## src/rtl/door_motor_retry_controller_macros.svh

```systemverilog
// assertion macros for the door motor retry controller
// no dependencies; included by the top level only
`ifndef DOOR_MOTOR_RETRY_CONTROLLER_MACROS_SVH
`define DOOR_MOTOR_RETRY_CONTROLLER_MACROS_SVH

`ifndef SYNTHESIS

// condition holds at every clock edge outside reset
`define DMRC_ASSERT_HOLDS(label, clk, rst, cond) \
  label: assert property (@(posedge clk) disable iff (rst) (cond)) \
    else $error("door controller check failed");

// antecedent implies consequent in the same cycle
`define DMRC_ASSERT_IMPLIES(label, clk, rst, ante, cons) \
  label: assert property (@(posedge clk) disable iff (rst) (ante) |-> (cons)) \
    else $error("door controller check failed");

`else

`define DMRC_ASSERT_HOLDS(label, clk, rst, cond)
`define DMRC_ASSERT_IMPLIES(label, clk, rst, ante, cons)

`endif

`endif

```

## src/rtl/dmrc_pkg.sv

```systemverilog
// shared types and constants of the door motor retry controller
// no dependencies; used by every rtl module of the block
package dmrc_pkg;

  // controller states, numbered as reported on door_state
  typedef enum logic [4:0] {
    ST_INIT        = 5'd0,
    ST_CLOSING     = 5'd1,
    ST_CLOSE_STOP  = 5'd2,
    ST_CLOSED      = 5'd3,
    ST_OPENING     = 5'd4,
    ST_OPEN_STOP   = 5'd5,
    ST_OPEN        = 5'd6,
    ST_CLOSE_STALL = 5'd7,
    ST_CLOSE_BACK  = 5'd8,
    ST_CLOSE_RETRY = 5'd9,
    ST_BLOCKED     = 5'd10,
    ST_CLOSE_BLOCK = 5'd11,
    ST_OPEN_STALL  = 5'd12,
    ST_OPEN_BACK   = 5'd13,
    ST_OPEN_RETRY  = 5'd14,
    ST_OPEN_BLOCK  = 5'd15,
    ST_ALERT       = 5'd16,
    ST_SAGGED      = 5'd17
  } dmrc_state_t;

  // transition numbers
  typedef logic [4:0] dmrc_trans_t;
  localparam dmrc_trans_t TR_INIT           = 5'd0;
  localparam dmrc_trans_t TR_CLOSE_DONE     = 5'd1;
  localparam dmrc_trans_t TR_CLOSED_STOP    = 5'd2;
  localparam dmrc_trans_t TR_OPEN_REQ       = 5'd3;
  localparam dmrc_trans_t TR_OPEN_DONE      = 5'd4;
  localparam dmrc_trans_t TR_OPENED_STOP    = 5'd5;
  localparam dmrc_trans_t TR_CLOSE_REQ      = 5'd6;
  localparam dmrc_trans_t TR_CLOSE_FAIL     = 5'd7;
  localparam dmrc_trans_t TR_CLOSE_RETRY    = 5'd8;
  localparam dmrc_trans_t TR_BACK_OPENED    = 5'd9;
  localparam dmrc_trans_t TR_RETRY_CLOSED   = 5'd10;
  localparam dmrc_trans_t TR_CLOSE_GIVEUP   = 5'd11;
  localparam dmrc_trans_t TR_BACK_OPEN_FAIL = 5'd12;
  localparam dmrc_trans_t TR_BLOCK_ALERT    = 5'd13;
  localparam dmrc_trans_t TR_CLOSE_ALERT    = 5'd14;
  localparam dmrc_trans_t TR_OPEN_FAIL      = 5'd15;
  localparam dmrc_trans_t TR_OPEN_RETRY     = 5'd16;
  localparam dmrc_trans_t TR_BACK_OPEN      = 5'd17;
  localparam dmrc_trans_t TR_BACK_CLOSE     = 5'd18;
  localparam dmrc_trans_t TR_OPEN_GIVEUP    = 5'd19;
  localparam dmrc_trans_t TR_RETRY_OPENED   = 5'd20;
  localparam dmrc_trans_t TR_BACK_CLOSED    = 5'd21;
  localparam dmrc_trans_t TR_BACK_STUCK     = 5'd22;
  localparam dmrc_trans_t TR_OPEN_ALERT     = 5'd23;
  localparam dmrc_trans_t TR_ALERT_CLEAR    = 5'd24;
  localparam dmrc_trans_t TR_ALERT_REPEAT   = 5'd25;
  localparam dmrc_trans_t TR_SAG            = 5'd26;
  localparam dmrc_trans_t TR_REOPEN         = 5'd27;
  localparam dmrc_trans_t TR_NONE           = 5'd28;

  // motor drive codes
  localparam logic [1:0] MOT_STOP  = 2'd0;
  localparam logic [1:0] MOT_CLOSE = 2'd1;
  localparam logic [1:0] MOT_OPEN  = 2'd2;

  // timeout timer status
  localparam logic [1:0] TMR_IDLE = 2'd0;
  localparam logic [1:0] TMR_RUN  = 2'd1;
  localparam logic [1:0] TMR_DONE = 2'd2;

  // pending alert causes
  localparam logic [1:0] CAUSE_NONE        = 2'd0;
  localparam logic [1:0] CAUSE_BLOCKED     = 2'd1;
  localparam logic [1:0] CAUSE_CLOSE_BLOCK = 2'd2;
  localparam logic [1:0] CAUSE_OPEN_BLOCK  = 2'd3;

  // announcement codes; alert codes are ANN_ALERT plus the cause
  localparam logic [2:0] ANN_NONE   = 3'd0;
  localparam logic [2:0] ANN_START  = 3'd1;
  localparam logic [2:0] ANN_CLOSED = 3'd2;
  localparam logic [2:0] ANN_OPEN   = 3'd3;
  localparam logic [2:0] ANN_ALERT  = 3'd4;

  // configuration register indexes
  localparam int unsigned CFG_IDX_W = 3;
  localparam logic [CFG_IDX_W-1:0] REG_CLOSE_TO  = 3'd0;
  localparam logic [CFG_IDX_W-1:0] REG_OPEN_TO   = 3'd1;
  localparam logic [CFG_IDX_W-1:0] REG_PAUSE     = 3'd2;
  localparam logic [CFG_IDX_W-1:0] REG_MORN_LUX  = 3'd3;
  localparam logic [CFG_IDX_W-1:0] REG_EVEN_LUX  = 3'd4;

  localparam logic [1:0] MAX_ATTEMPTS = 2'd3;

  // configuration register contents
  typedef struct packed {
    logic [15:0] close_timeout_s;
    logic [15:0] open_timeout_s;
    logic [15:0] retry_pause_s;
    logic [15:0] morning_lux_min;
    logic [15:0] evening_lux_max;
  } dmrc_cfg_t;

  // one poll request
  typedef struct packed {
    logic        closed_switch;
    logic        open_switch;
    logic        open_button;
    logic        close_button;
    logic        reset_button;
    logic        is_morning;
    logic        is_evening;
    logic [15:0] lux;
    logic        second_tick;
  } dmrc_in_t;

  // controller context carried from poll to poll
  typedef struct packed {
    dmrc_state_t state;
    logic [1:0]  tmr_status;
    logic [15:0] tmr_left;
    logic [15:0] pause_left;
    logic [1:0]  close_att;
    logic [1:0]  open_att;
    logic [1:0]  cause;
    logic        lamp;
    logic [1:0]  motor;
  } dmrc_ctx_t;

  // one result
  typedef struct packed {
    logic [4:0]  door_state;
    logic [1:0]  motor_cmd;
    logic        alert_lamp;
    logic [2:0]  announce;
    dmrc_trans_t transition_taken;
  } dmrc_res_t;

endpackage

```

## src/rtl/dmrc_cfg.sv

```systemverilog
// configuration register file of the door motor retry controller
// depends on dmrc_pkg
module dmrc_cfg (
  input  logic                          clk,
  input  logic                          rst,
  input  logic                          cfg_valid,
  output logic                          cfg_ready,
  input  logic [dmrc_pkg::CFG_IDX_W-1:0] cfg_index,
  input  logic [15:0]                   cfg_data,
  output dmrc_pkg::dmrc_cfg_t           regs
);
  import dmrc_pkg::*;

  // writes are always taken
  assign cfg_ready = 1'b1;

  // register writes; indexes beyond the list are dropped
  always_ff @(posedge clk) begin
    if (rst) begin
      regs.close_timeout_s <= 16'd30;
      regs.open_timeout_s  <= 16'd30;
      regs.retry_pause_s   <= 16'd5;
      regs.morning_lux_min <= 16'd100;
      regs.evening_lux_max <= 16'd10;
    end else if (cfg_valid && cfg_ready) begin
      case (cfg_index)
        REG_CLOSE_TO: regs.close_timeout_s <= cfg_data;
        REG_OPEN_TO:  regs.open_timeout_s  <= cfg_data;
        REG_PAUSE:    regs.retry_pause_s   <= cfg_data;
        REG_MORN_LUX: regs.morning_lux_min <= cfg_data;
        REG_EVEN_LUX: regs.evening_lux_max <= cfg_data;
        default: ;
      endcase
    end
  end

endmodule

```

## src/rtl/dmrc_step.sv

```systemverilog
// next-context and result logic for one poll of the door controller
// depends on dmrc_pkg
module dmrc_step (
  input  dmrc_pkg::dmrc_cfg_t cfg,
  input  dmrc_pkg::dmrc_ctx_t ctx,
  input  dmrc_pkg::dmrc_in_t  req,
  output dmrc_pkg::dmrc_ctx_t ctx_next,
  output dmrc_pkg::dmrc_res_t res
);
  import dmrc_pkg::*;

  // start the motor and timer for a retry attempt after the pause
  function automatic dmrc_ctx_t retry_start(dmrc_ctx_t c, dmrc_cfg_t g);
    dmrc_ctx_t r;
    r = c;
    r.tmr_status = TMR_RUN;
    if (c.state == ST_CLOSE_RETRY) begin
      r.tmr_left = g.close_timeout_s;
      r.motor    = MOT_CLOSE;
      if (c.close_att < MAX_ATTEMPTS) r.close_att = c.close_att + 2'd1;
    end else begin
      r.tmr_left = g.open_timeout_s;
      r.motor    = MOT_OPEN;
      if (c.open_att < MAX_ATTEMPTS) r.open_att = c.open_att + 2'd1;
    end
    return r;
  endfunction

  dmrc_ctx_t   nx;
  dmrc_trans_t tr;
  dmrc_state_t target;
  logic [2:0]  ann;
  logic        to;
  logic        nto;
  logic        open_cond;
  logic        close_cond;

  assign open_cond  = req.open_button || (req.is_morning && (req.lux > cfg.morning_lux_min));
  assign close_cond = req.close_button || (req.is_evening && (req.lux < cfg.evening_lux_max));

  always_comb begin
    nx     = ctx;
    tr     = TR_NONE;
    target = ctx.state;
    ann    = ANN_NONE;

    // timeout timer advances on the tick
    if (req.second_tick && (ctx.tmr_status == TMR_RUN)) begin
      if (ctx.tmr_left <= 16'd1) begin
        nx.tmr_left   = '0;
        nx.tmr_status = TMR_DONE;
      end else begin
        nx.tmr_left = ctx.tmr_left - 16'd1;
      end
    end

    to  = (nx.tmr_status == TMR_DONE);
    nto = !to;

    if (ctx.pause_left != '0) begin
      // retry pause counts down; no transition is tested
      if (req.second_tick) begin
        nx.pause_left = ctx.pause_left - 16'd1;
        if (nx.pause_left == '0) nx = retry_start(nx, cfg);
      end
    end else begin
      // first true transition of the current state
      case (ctx.state)
        ST_INIT: begin
          tr = TR_INIT; target = ST_CLOSING;
        end
        ST_CLOSING: begin
          if (req.closed_switch && nto) begin
            tr = TR_CLOSE_DONE; target = ST_CLOSE_STOP;
          end else if (to && !req.closed_switch) begin
            tr = TR_CLOSE_FAIL; target = ST_CLOSE_STALL;
          end
        end
        ST_CLOSE_STOP: begin
          tr = TR_CLOSED_STOP; target = ST_CLOSED;
        end
        ST_CLOSED: begin
          if (open_cond) begin
            tr = TR_OPEN_REQ; target = ST_OPENING;
          end
        end
        ST_OPENING: begin
          if (req.open_switch && nto) begin
            tr = TR_OPEN_DONE; target = ST_OPEN_STOP;
          end else if (to && !req.open_switch) begin
            tr = TR_OPEN_FAIL; target = ST_OPEN_STALL;
          end
        end
        ST_OPEN_STOP: begin
          tr = TR_OPENED_STOP; target = ST_OPEN;
        end
        ST_OPEN: begin
          if (close_cond) begin
            tr = TR_CLOSE_REQ; target = ST_CLOSING;
          end else if (!req.open_switch) begin
            tr = TR_SAG; target = ST_SAGGED;
          end
        end
        ST_CLOSE_STALL: begin
          tr = TR_BACK_OPEN; target = ST_CLOSE_BACK;
        end
        ST_CLOSE_BACK: begin
          if (req.open_switch && nto) begin
            tr = TR_BACK_OPENED; target = ST_CLOSE_RETRY;
          end else if (to && !req.open_switch) begin
            tr = TR_BACK_OPEN_FAIL; target = ST_BLOCKED;
          end
        end
        ST_CLOSE_RETRY: begin
          if (to && !req.closed_switch && (ctx.close_att < MAX_ATTEMPTS)) begin
            tr = TR_CLOSE_RETRY; target = ST_CLOSE_STALL;
          end else if (req.closed_switch && nto) begin
            tr = TR_RETRY_CLOSED; target = ST_CLOSE_STOP;
          end else if (to && !req.closed_switch && (ctx.close_att == MAX_ATTEMPTS)) begin
            tr = TR_CLOSE_GIVEUP; target = ST_CLOSE_BLOCK;
          end
        end
        ST_BLOCKED: begin
          tr = TR_BLOCK_ALERT; target = ST_ALERT;
        end
        ST_CLOSE_BLOCK: begin
          tr = TR_CLOSE_ALERT; target = ST_ALERT;
        end
        ST_OPEN_STALL: begin
          tr = TR_BACK_CLOSE; target = ST_OPEN_BACK;
        end
        ST_OPEN_BACK: begin
          if (req.closed_switch && nto) begin
            tr = TR_BACK_CLOSED; target = ST_OPEN_RETRY;
          end else if (to && !req.closed_switch) begin
            tr = TR_BACK_STUCK; target = ST_BLOCKED;
          end
        end
        ST_OPEN_RETRY: begin
          if (to && !req.open_switch && (ctx.open_att < MAX_ATTEMPTS)) begin
            tr = TR_OPEN_RETRY; target = ST_OPEN_STALL;
          end else if (to && !req.open_switch && (ctx.open_att == MAX_ATTEMPTS)) begin
            tr = TR_OPEN_GIVEUP; target = ST_OPEN_BLOCK;
          end else if (req.open_switch && nto) begin
            tr = TR_RETRY_OPENED; target = ST_OPEN_STOP;
          end
        end
        ST_OPEN_BLOCK: begin
          tr = TR_OPEN_ALERT; target = ST_ALERT;
        end
        ST_ALERT: begin
          if (req.reset_button) begin
            tr = TR_ALERT_CLEAR; target = ST_INIT;
          end else if (req.open_button) begin
            tr = TR_ALERT_REPEAT; target = ST_ALERT;
          end
        end
        ST_SAGGED: begin
          tr = TR_REOPEN; target = ST_OPENING;
        end
        default: ;
      endcase

      // entry actions of the target state
      if (tr != TR_NONE) begin
        nx.state = target;
        case (target)
          ST_INIT: begin
            nx.lamp       = 1'b0;
            nx.open_att   = '0;
            nx.close_att  = '0;
            nx.cause      = CAUSE_NONE;
            nx.motor      = MOT_STOP;
            nx.pause_left = '0;
            if (nx.tmr_status == TMR_RUN) nx.tmr_status = TMR_IDLE;
            ann = ANN_START;
          end
          ST_CLOSING: begin
            nx.tmr_left   = cfg.close_timeout_s;
            nx.tmr_status = TMR_RUN;
            nx.motor      = MOT_CLOSE;
            nx.close_att  = 2'd1;
          end
          ST_CLOSED: ann = ANN_CLOSED;
          ST_OPENING: begin
            nx.tmr_left   = cfg.open_timeout_s;
            nx.tmr_status = TMR_RUN;
            nx.motor      = MOT_OPEN;
            nx.open_att   = 2'd1;
          end
          ST_OPEN: ann = ANN_OPEN;
          ST_CLOSE_BACK: begin
            nx.tmr_left   = cfg.open_timeout_s;
            nx.tmr_status = TMR_RUN;
            nx.motor      = MOT_OPEN;
          end
          ST_OPEN_BACK: begin
            nx.tmr_left   = cfg.close_timeout_s;
            nx.tmr_status = TMR_RUN;
            nx.motor      = MOT_CLOSE;
          end
          ST_CLOSE_RETRY, ST_OPEN_RETRY: begin
            nx.motor      = MOT_STOP;
            nx.pause_left = cfg.retry_pause_s;
            if (cfg.retry_pause_s == '0) nx = retry_start(nx, cfg);
          end
          ST_BLOCKED, ST_CLOSE_BLOCK, ST_OPEN_BLOCK: begin
            if (target == ST_BLOCKED) nx.cause = CAUSE_BLOCKED;
            else if (target == ST_CLOSE_BLOCK) nx.cause = CAUSE_CLOSE_BLOCK;
            else nx.cause = CAUSE_OPEN_BLOCK;
            if (nx.tmr_status == TMR_RUN) nx.tmr_status = TMR_IDLE;
            nx.motor = MOT_STOP;
          end
          ST_CLOSE_STOP, ST_OPEN_STOP, ST_CLOSE_STALL, ST_OPEN_STALL: begin
            if (nx.tmr_status == TMR_RUN) nx.tmr_status = TMR_IDLE;
            nx.motor = MOT_STOP;
          end
          ST_ALERT: begin
            nx.lamp = 1'b1;
            ann     = ANN_ALERT | {1'b0, nx.cause};
          end
          default: ;
        endcase
      end
    end
  end

  assign ctx_next             = nx;
  assign res.door_state       = nx.state;
  assign res.motor_cmd        = nx.motor;
  assign res.alert_lamp       = nx.lamp;
  assign res.announce         = ann;
  assign res.transition_taken = tr;

endmodule

```

## src/rtl/door_motor_retry_controller.sv

```systemverilog
// top level of the door motor retry controller: poll register, step logic,
// result register and controller context; needs dmrc_pkg, dmrc_cfg, dmrc_step
//
//  channel | direction | handshake            | payload
//  --------+-----------+----------------------+----------------------------------
//  cfg     | in        | cfg_valid/cfg_ready  | cfg_index, cfg_data
//  poll    | in        | in_valid/in_ready    | switches, buttons, flags, lux, tick
//  result  | out       | out_valid/out_ready  | door_state, motor_cmd, alert_lamp,
//          |           |                      | announce, transition_taken
//
// a poll is first held in the poll register, then the step logic updates
// the context and loads the result register; one poll per cycle sustained
// while out_ready is high. reset clears the valid flags, configuration and
// context only. a stalled result holds the poll register, and in_ready
// drops only when both registers are full and out_ready is low.
`include "door_motor_retry_controller_macros.svh"

module door_motor_retry_controller (
  input  logic                           clk,
  input  logic                           rst,
  input  logic                           cfg_valid,
  output logic                           cfg_ready,
  input  logic [dmrc_pkg::CFG_IDX_W-1:0] cfg_index,
  input  logic [15:0]                    cfg_data,
  input  logic                           in_valid,
  output logic                           in_ready,
  input  logic                           closed_switch,
  input  logic                           open_switch,
  input  logic                           open_button,
  input  logic                           close_button,
  input  logic                           reset_button,
  input  logic                           is_morning,
  input  logic                           is_evening,
  input  logic [15:0]                    lux,
  input  logic                           second_tick,
  output logic                           out_valid,
  input  logic                           out_ready,
  output logic [4:0]                     door_state,
  output logic [1:0]                     motor_cmd,
  output logic                           alert_lamp,
  output logic [2:0]                     announce,
  output logic [4:0]                     transition_taken
);
  import dmrc_pkg::*;

  dmrc_cfg_t cfg;
  dmrc_in_t  req;
  logic      req_valid;
  dmrc_ctx_t ctx;
  dmrc_ctx_t ctx_next;
  dmrc_res_t res;
  dmrc_res_t res_q;
  logic      advance;

  // configuration registers
  dmrc_cfg u_cfg (
    .clk       (clk),
    .rst       (rst),
    .cfg_valid (cfg_valid),
    .cfg_ready (cfg_ready),
    .cfg_index (cfg_index),
    .cfg_data  (cfg_data),
    .regs      (cfg)
  );

  // poll logic
  dmrc_step u_step (
    .cfg      (cfg),
    .ctx      (ctx),
    .req      (req),
    .ctx_next (ctx_next),
    .res      (res)
  );

  // handshake: the held poll moves on when the result register frees up
  assign advance  = req_valid && (!out_valid || out_ready);
  assign in_ready = !req_valid || advance;

  // poll register
  always_ff @(posedge clk) begin
    if (rst) begin
      req_valid <= 1'b0;
    end else if (in_ready) begin
      req_valid <= in_valid;
    end
  end

  always_ff @(posedge clk) begin
    if (in_valid && in_ready) begin
      req.closed_switch <= closed_switch;
      req.open_switch   <= open_switch;
      req.open_button   <= open_button;
      req.close_button  <= close_button;
      req.reset_button  <= reset_button;
      req.is_morning    <= is_morning;
      req.is_evening    <= is_evening;
      req.lux           <= lux;
      req.second_tick   <= second_tick;
    end
  end

  // controller context
  always_ff @(posedge clk) begin
    if (rst) begin
      ctx.state      <= ST_INIT;
      ctx.tmr_status <= TMR_IDLE;
      ctx.tmr_left   <= '0;
      ctx.pause_left <= '0;
      ctx.close_att  <= '0;
      ctx.open_att   <= '0;
      ctx.cause      <= CAUSE_NONE;
      ctx.lamp       <= 1'b0;
      ctx.motor      <= MOT_STOP;
    end else if (advance) begin
      ctx <= ctx_next;
    end
  end

  // result register
  always_ff @(posedge clk) begin
    if (rst) begin
      out_valid <= 1'b0;
    end else if (advance) begin
      out_valid <= 1'b1;
    end else if (out_ready) begin
      out_valid <= 1'b0;
    end
  end

  always_ff @(posedge clk) begin
    if (advance) begin
      res_q <= res;
    end
  end

  assign door_state       = res_q.door_state;
  assign motor_cmd        = res_q.motor_cmd;
  assign alert_lamp       = res_q.alert_lamp;
  assign announce         = res_q.announce;
  assign transition_taken = res_q.transition_taken;

  // checks
  `DMRC_ASSERT_IMPLIES(a_lamp_alert, clk, rst, out_valid, alert_lamp == (door_state == ST_ALERT))
  `DMRC_ASSERT_IMPLIES(a_ann_fired, clk, rst, out_valid && (announce != ANN_NONE),
                       transition_taken != TR_NONE)
  `DMRC_ASSERT_IMPLIES(a_ann_alert, clk, rst, out_valid && announce[2], door_state == ST_ALERT)
  `DMRC_ASSERT_IMPLIES(a_pause_stop, clk, rst, ctx.pause_left != '0, ctx.motor == MOT_STOP)

endmodule
```

## config.mk

```make
export PLATFORM = sky130hd
export DESIGN_NAME = door_motor_retry_controller
export DESIGN_NICKNAME = d
export VERILOG_FILES = /design/src/rtl/dmrc_pkg.sv /design/src/rtl/dmrc_cfg.sv /design/src/rtl/dmrc_step.sv /design/src/rtl/door_motor_retry_controller.sv
export VERILOG_INCLUDE_DIRS = /design/src /design/src/rtl
export SDC_FILE = /design/constraint.sdc
export NUM_CORES = 1
export LEC_CHECK = 0
export BUFFER_PORTS_ARGS = -buffer_cell sky130_fd_sc_hd__buf_2
export CORE_MARGIN = 3
export CORE_UTILIZATION = 40
export CTS_BUF_LIST = sky130_fd_sc_hd__clkbuf_2
export DETAILED_ROUTE_END_ITERATION = 10
export PLACE_DENSITY = 0.57
export SLEW_MARGIN = 20
export SYNTH_ARGS = -nofsm -noshare
export SYNTH_HDL_FRONTEND = slang
export SYNTH_HIERARCHICAL = 1
export SYNTH_SLANG_ARGS = --single-unit
export TNS_END_PERCENT = 20
```

## constraint.sdc

```tcl
create_clock -name clk -period 6.33 [get_ports clk]
set_input_delay 0.633 -clock clk [delete_from_list [all_inputs] [get_ports clk]]
set_output_delay 0.633 -clock clk [all_outputs]
set_load 0.02 [all_outputs]
```

==> run metrics, run 1 <==
status=finished, final reports clean; gr ovfl total=0; largest net degree at the start of global routing=95; share of layout cells above drive strength 1=0.126; Hold Path Cell Cnt=3; critical path launch point type=register; global placement routability congestion=0.906; leading cell types in the layout, fill and taps excluded=nand2b_1 (187), mux2i_1 (131), dfxtp_1 (130), nor2_1 (86), inv_1 (68); Syn Nets=about 1300; CTS buffer count=17; gr busiest metal=met2; maximum VDD drop=around 0.52 mV; CP most frequent cell=inv_1; Setup TNS=0 ns; Worst Path Required=between 7 and 8 ns; DR iter-0 viols=589; DP HPWL=21.0 mm; Yosys reg bits=170; RSZ-0062 raised after global routing=false; DRC viols=0; PwrDens=427 nW/um2; num rows=60; DR WL/cell=around 17 um; Yosys top cell by area=dfxtp_1; Design Area, Final=12200 um2; io pins=67; first-pass GRT wire length=47.6 mm; Slew Viols, Final=0; Die X=approximately 170 um; class of the most critical hold timing path=primary input to register; number of buffers added on ports=65; CTS resizes=0; Final Util=0.447; min cycle time layout=between 5 and 6 ns; Mapped Cells=between 1000 and 1500; max-cap violations=0; Mean Syn Cell Area=8.93 um2; clk_lat worst skew=slightly below 0.8 ns; EDFF count, synth=40; Syn Std Cell Area=roughly 11000 um2; clk buf depth=2; drt first pass iters=5; Async SR Flop Fraction=0; critical path peak fanout=14; vias=9049; Max Freq=179 MHz; initial antenna violation count=1; GRT met1 Usage=0.268; period utilization=0.882; crit path kind=register to register; top post-synthesis cells by area=dfxtp_1 (23%), mux2i_1 (12%), edfxtp_1 (11%); worst slew pin tran=1.10 ns; CTS Sinks=170; Most used DFF post-synth=dfxtp_1; Syn-to-layout area delta=8.47%; worst hold slack=0.135 ns; Fin Clk Skew=approximately 0.061 ns; met2 Use GR=0.322; sequential share of the synthesized area=0.338; antenna-violating nets left=0; die area=30100 um2; ordered cell list for the critical path=inv_1 > ha_1 > nor2_1 > nor4_1 > and3_1 > inv_1 > nor2_1 > a21oi_1 > inv_1 > ha_1 > a21boi_0 > a21oi_1 > o31ai_1 > nor4b_4 > and3_1 > o21ai_1 > nor3_1 > nand2_1 > o211ai_1 > nand2b_1 > mux2i_1; final hold viol count=0; Fill cells=2726; CTS Hold Buffers Added=24; Leakage=4.83 nW; Worst EP arrival=roughly 6.3 ns; Core Region=roughly 27000 um2; clk slew on worst S/H paths=~0.31 ns; clock root cell=clkbuf_2; H-tree depth=4; post-synth cell types=96; Yosys top cell area share=0.232; CTS tree=built; final number of setup-violating endpoints=0; drt via density=5.36; Ys Warns=6; worst r2r path cells=21; Worst slew margin=0.257; CP max stage delay=0.85 ns; Critical Path Sink Type=register; post-CTS setup buffer count=0; initial core utilization=0.412; commonest non-fill, non-tap cell in the layout=nand2b_1; Total Wirelength=29.2 mm; CP max-delay cell=nor4b_4; vias in the first global route=8729; DIE HEIGHT=174 um; Area after DPL=11700 um2; met3 Use GR=0.0252; nets=between 1000 and 1500; Tot GR Track Use=0.194
[through the flow]
stage                     total power, mW  setup slack (ns)  instances
after global routing                 5.61             0.269       1689
after global placement               4.60             0.859       1631
after CTS                            5.21             0.779       1687
after detailed placement             4.63             0.915       1631
final                                5.20             0.745       1689
after floorplan                      3.99              1.08       1258
[worst max-delay path, delay by kind of cell (launching register included)]
| kind | cells | cell delay (ns) |
|---|---|---|
| muxes | 1 | 0.14 |
| buffers and inverters | 3 | 0.35 |
| AOI/OAI and AO/OA | 6 | 1.24 |
| and+or+nand+nor | 9 | 2.68 |
| adders and majority gates | 2 | 0.55 |
| DFF | 1 | 0.52 |
[state kept, by name (all words and copies together), names as in the netlist]
name / count
alert_lamp: 1
motor_cmd: 2
ctx: 48
req: 24
out_valid: 1
u_cfg/regs: 80
announce: 3
req_valid: 1
transition_taken: 5
door_state: 5
[path summary, 6_finish.rpt]
path / start / endpoint / slack [ns]
max: ctx[25] / ctx[22] / 0.75
max reg2reg: ctx[25] / ctx[22] / 0.75
min: cfg_data[2] / u_cfg/regs[2] / 0.14
min reg2reg: ctx[0] / ctx[0] / 0.49
[area by class of cell]
cell class / instances / area, um2 / share of cell area
multi-input combinational: 935 / 6720 / 0.551
sequential: 170 / 3800 / 0.312
timing repair buffer: 110 / 726 / 0.0595
tap: 372 / 465 / 0.0382
inverter: 68 / 255 / 0.0209
clock inverter: 15 / 133 / 0.0109
clock buffer: 17 / 85.1 / 0.00698
antenna: 2 / 5.00 / 0.000411
[synth_stat cells (all sizes together) (8+ instances only)]
master / number
nand2b: 187
mux2i: 131
dfxtp: 130
nor2: 89
inv: 68
o21ai: 59
a21oi: 58
nand2: 58
buf: 47
ha: 41
edfxtp: 40
clkbuf: 38
nor3: 31
nand3: 20
a22oi: 18
or3: 18
xnor2: 18
nor4: 17
o2bb2ai: 17
o31ai: 17
nor2b: 11
xor2: 11
and3: 10
nand4: 9
and2: 8
o211ai: 8
[power breakdown]
group	leakage, nW	internal, mW	switching [mW]
logic	3.26	1.10	2.11
clock network	0.131	0.119	0.445
registers	1.44	1.31	0.112
[metal layers]
| layer | part of all wire | wire length, um |
|---|---|---|
| met1 | 0.48 | 14000 |
| met2 | 0.47 | 13800 |
| met4 | 0.010 | 296 |
| met5 | 0 | 0 |
| met3 | 0.037 | 1090 |
[kinds of logic after synthesis]
group	Yosys count	synth area share
multiplexers	133	0.119
AO/OA/AOI/OAI	245	0.159
adder cells (fa/ha/maj)	41	0.0456
AND/OR/NAND/NOR	486	0.249
other	1	0.000334
flip-flops	170	0.338
buffers and inverters	153	0.0660
XOR/XNOR	29	0.0233
Power figures use the tool's default switching activity.
==> inputs of run 2 (changes only) <==
- ABC_AREA: default -> 1
- clock period: 6.33 -> 6.5 ns (I/O delays scaled with it)
==> run metrics, run 2 <==
status=finished, final reports clean; Syn Std Cell Area=between 10000 and 15000 um2; Mapped Cells=about 1800; clk slew on worst S/H paths=0.33 ns; cell family with most CP delay=simple AND/OR/NAND/NOR gates; Final Util=0.444; clk buf depth=2; Clock power frac=0.254; Worst Path Required=slightly above 7 ns; Biggest register=u_cfg/regs; Tot GR Track Use=0.230; drt first pass iters=5; sequential share of power=0.457; drt via density=5.29; Total Wirelength=around 35 mm; antenna-violating nets left=0; sw frac=0.401; post-CTS setup buffer count=0; post-synth cell types=47; initial antenna violation count=1; class of the most critical hold timing path=primary input to register; CTS buffer count=17; Slew Viols, Final=0; CTS tree=built; io pins=67; Leakage=5.63 nW; final hold viol count=0; Yosys top cell area share=0.226; Core Region=28100 um2; Most used DFF post-synth=dfxtp_1; Yosys reg bits=between 150 and 200; DIE HEIGHT=roughly 180 um; min cycle time layout=5.76 ns; top-count cell post-synth=nand2_1; DRC viols=0; Critical Path Sink Type=register; Mean Syn Cell Area=approximately 6.4 um2; clk_lat worst skew=0.80 ns; Fin Clk Skew=0.0549 ns; global placement routability congestion=0.955; critical path peak fanout=29; initial core utilization=0.410; Max Freq=173 MHz; Logic pwr share=0.289; critical path launch point type=register; leading cell types in the layout, fill and taps excluded=nand2_1 (432), nor2_1 (274), nand3_1 (216), inv_1 (205), dfxtp_1 (129); final number of setup-violating endpoints=0; die area=30900 um2; top post-synthesis cells by area=dfxtp_1 (23%), nand2_1 (14%), edfxtp_1 (10%); commonest non-fill, non-tap cell in the layout=nand2_1; internal power=~1.6 mW; crit path kind=register to register; biggest regs=u_cfg/regs x80, ctx x48, req x24; vias=roughly 12000; worst slew pin tran=1.11 ns; worst path buffer plus inverter count=4; first-pass GRT wire length=between 50 and 60 mm; DP HPWL=25.3 mm; CP max stage delay=just over 0.8 ns; number of buffers added on ports=65; Setup TNS=0 ns; DR WL/cell=15.9 um; share of layout cells above drive strength 1=0.0946; Async SR Flop Fraction=0; sequential share of the synthesized area=0.330; CP max-delay cell=nand2_1; Die X=between 150 and 200 um; Syn-to-layout area delta=8.18%; Worst EP arrival=approximately 6.5 ns; clock root cell=clkbuf_2; P_sw=1.05 mW; worst hold slack=0.101 ns; RSZ-0062 raised after global routing=false; vias in the first global route=10800; max reg flops=80; EDFF count, synth=40; H-tree depth=4; max-cap violations=0; num rows=61; Worst slew margin=0.261; DR iter-0 viols=roughly 1400; maximum VDD drop=0.0889 mV; CP most frequent cell=nand2_1; largest net degree at the start of global routing=99; Ys Warns=6; gr ovfl total=0; PwrDens=210 nW/um2; period utilization=0.887; Syn Nets=1878; CTS Sinks=170; Yosys top cell by area=dfxtp_1; commonest cells in the synthesized netlist=nand2_1 (432), nor2_1 (274), nand3_1 (216); nets=1916
==> run 2: worst paths after layout <==
kind	slack (ns)	start	cells after the start	end
setup / recovery	0.74	ctx[33]	30	ctx[40]
hold / removal	0.10	cfg_data[3]	3	u_cfg/regs[3]
setup reg to reg	0.74	ctx[33]	30	ctx[40]
hold reg to reg	0.49	u_cfg/regs[18]	2	u_cfg/regs[18]
==> run 2: cell families after synthesis <==
logic type	share of synthesized area
flops	0.330
fa+ha+maj	0.0445
simple gates	0.390
buf+inv	0.120
compound gates	0.105
other cells	0.000325
xor+xnor	0.00912
==> run 2: per-stage QoR <==
step                      cells  total power [mW]  worst slack (ns)  instance area (um2)
after floorplan            1789              1.78              2.60                11500
after global placement     2157              1.95              1.14                11900
after detailed placement   2157              1.95             0.916                11900
after CTS                  2218              2.64             0.920                12500
after global routing       2220              2.80             0.113                12500
final                      2220              2.62             0.736                12500
==> run 2: what timing repair did <==
action,in CTS,in global routing
hold endpoints to repair,29,0
gates resized for setup,0,0
hold buffers,29,0
==> run 2: layout make-up <==
class | count | area, um2
Fill cell | 3036 | 15600
Multi-Input combinational cell | 1309 | 6340
Sequential cell | 170 | 3800
Inverter | 224 | 841
Timing Repair Buffer | 105 | 698
Tap cell | 378 | 473
Clock inverter | 15 | 220
Clock buffer | 17 | 85.1
Antenna cell | 2 | 5.00
==> run 2: power by group through the flow <==
stage               clock [mW]  combinational, mW  sequential [mW]
finish                   0.667              0.758             1.20
global route             0.730              0.864             1.21
CTS                      0.690              0.748             1.20
detailed placement           0              0.733             1.22
global placement             0              0.730             1.22
floorplan                    0              0.573             1.20
==> run 2: worst register-to-register path, delay by kind of cell, from the launching register on <==
| family | cells | cell delay, ns |
|---|---|---|
| AO/OA/AOI/OAI | 4 | 0.69 |
| adder cells (fa/ha/maj) | 1 | 0.32 |
| buffers and inverters | 4 | 0.55 |
| flip-flops | 1 | 0.42 |
| AND/OR/NAND/NOR | 21 | 3.80 |
==> run 2: metal layers <==
layer | up-vias | global-route usage | share of wire
met5 | - | 0 | 0
met4 | 0 | 0.0574 | 0.016
met3 | 47 | 0.0404 | 0.073
met2 | 433 | 0.364 | 0.45
met1 | 5381 | 0.326 | 0.47
li1 | 5872 | - | -
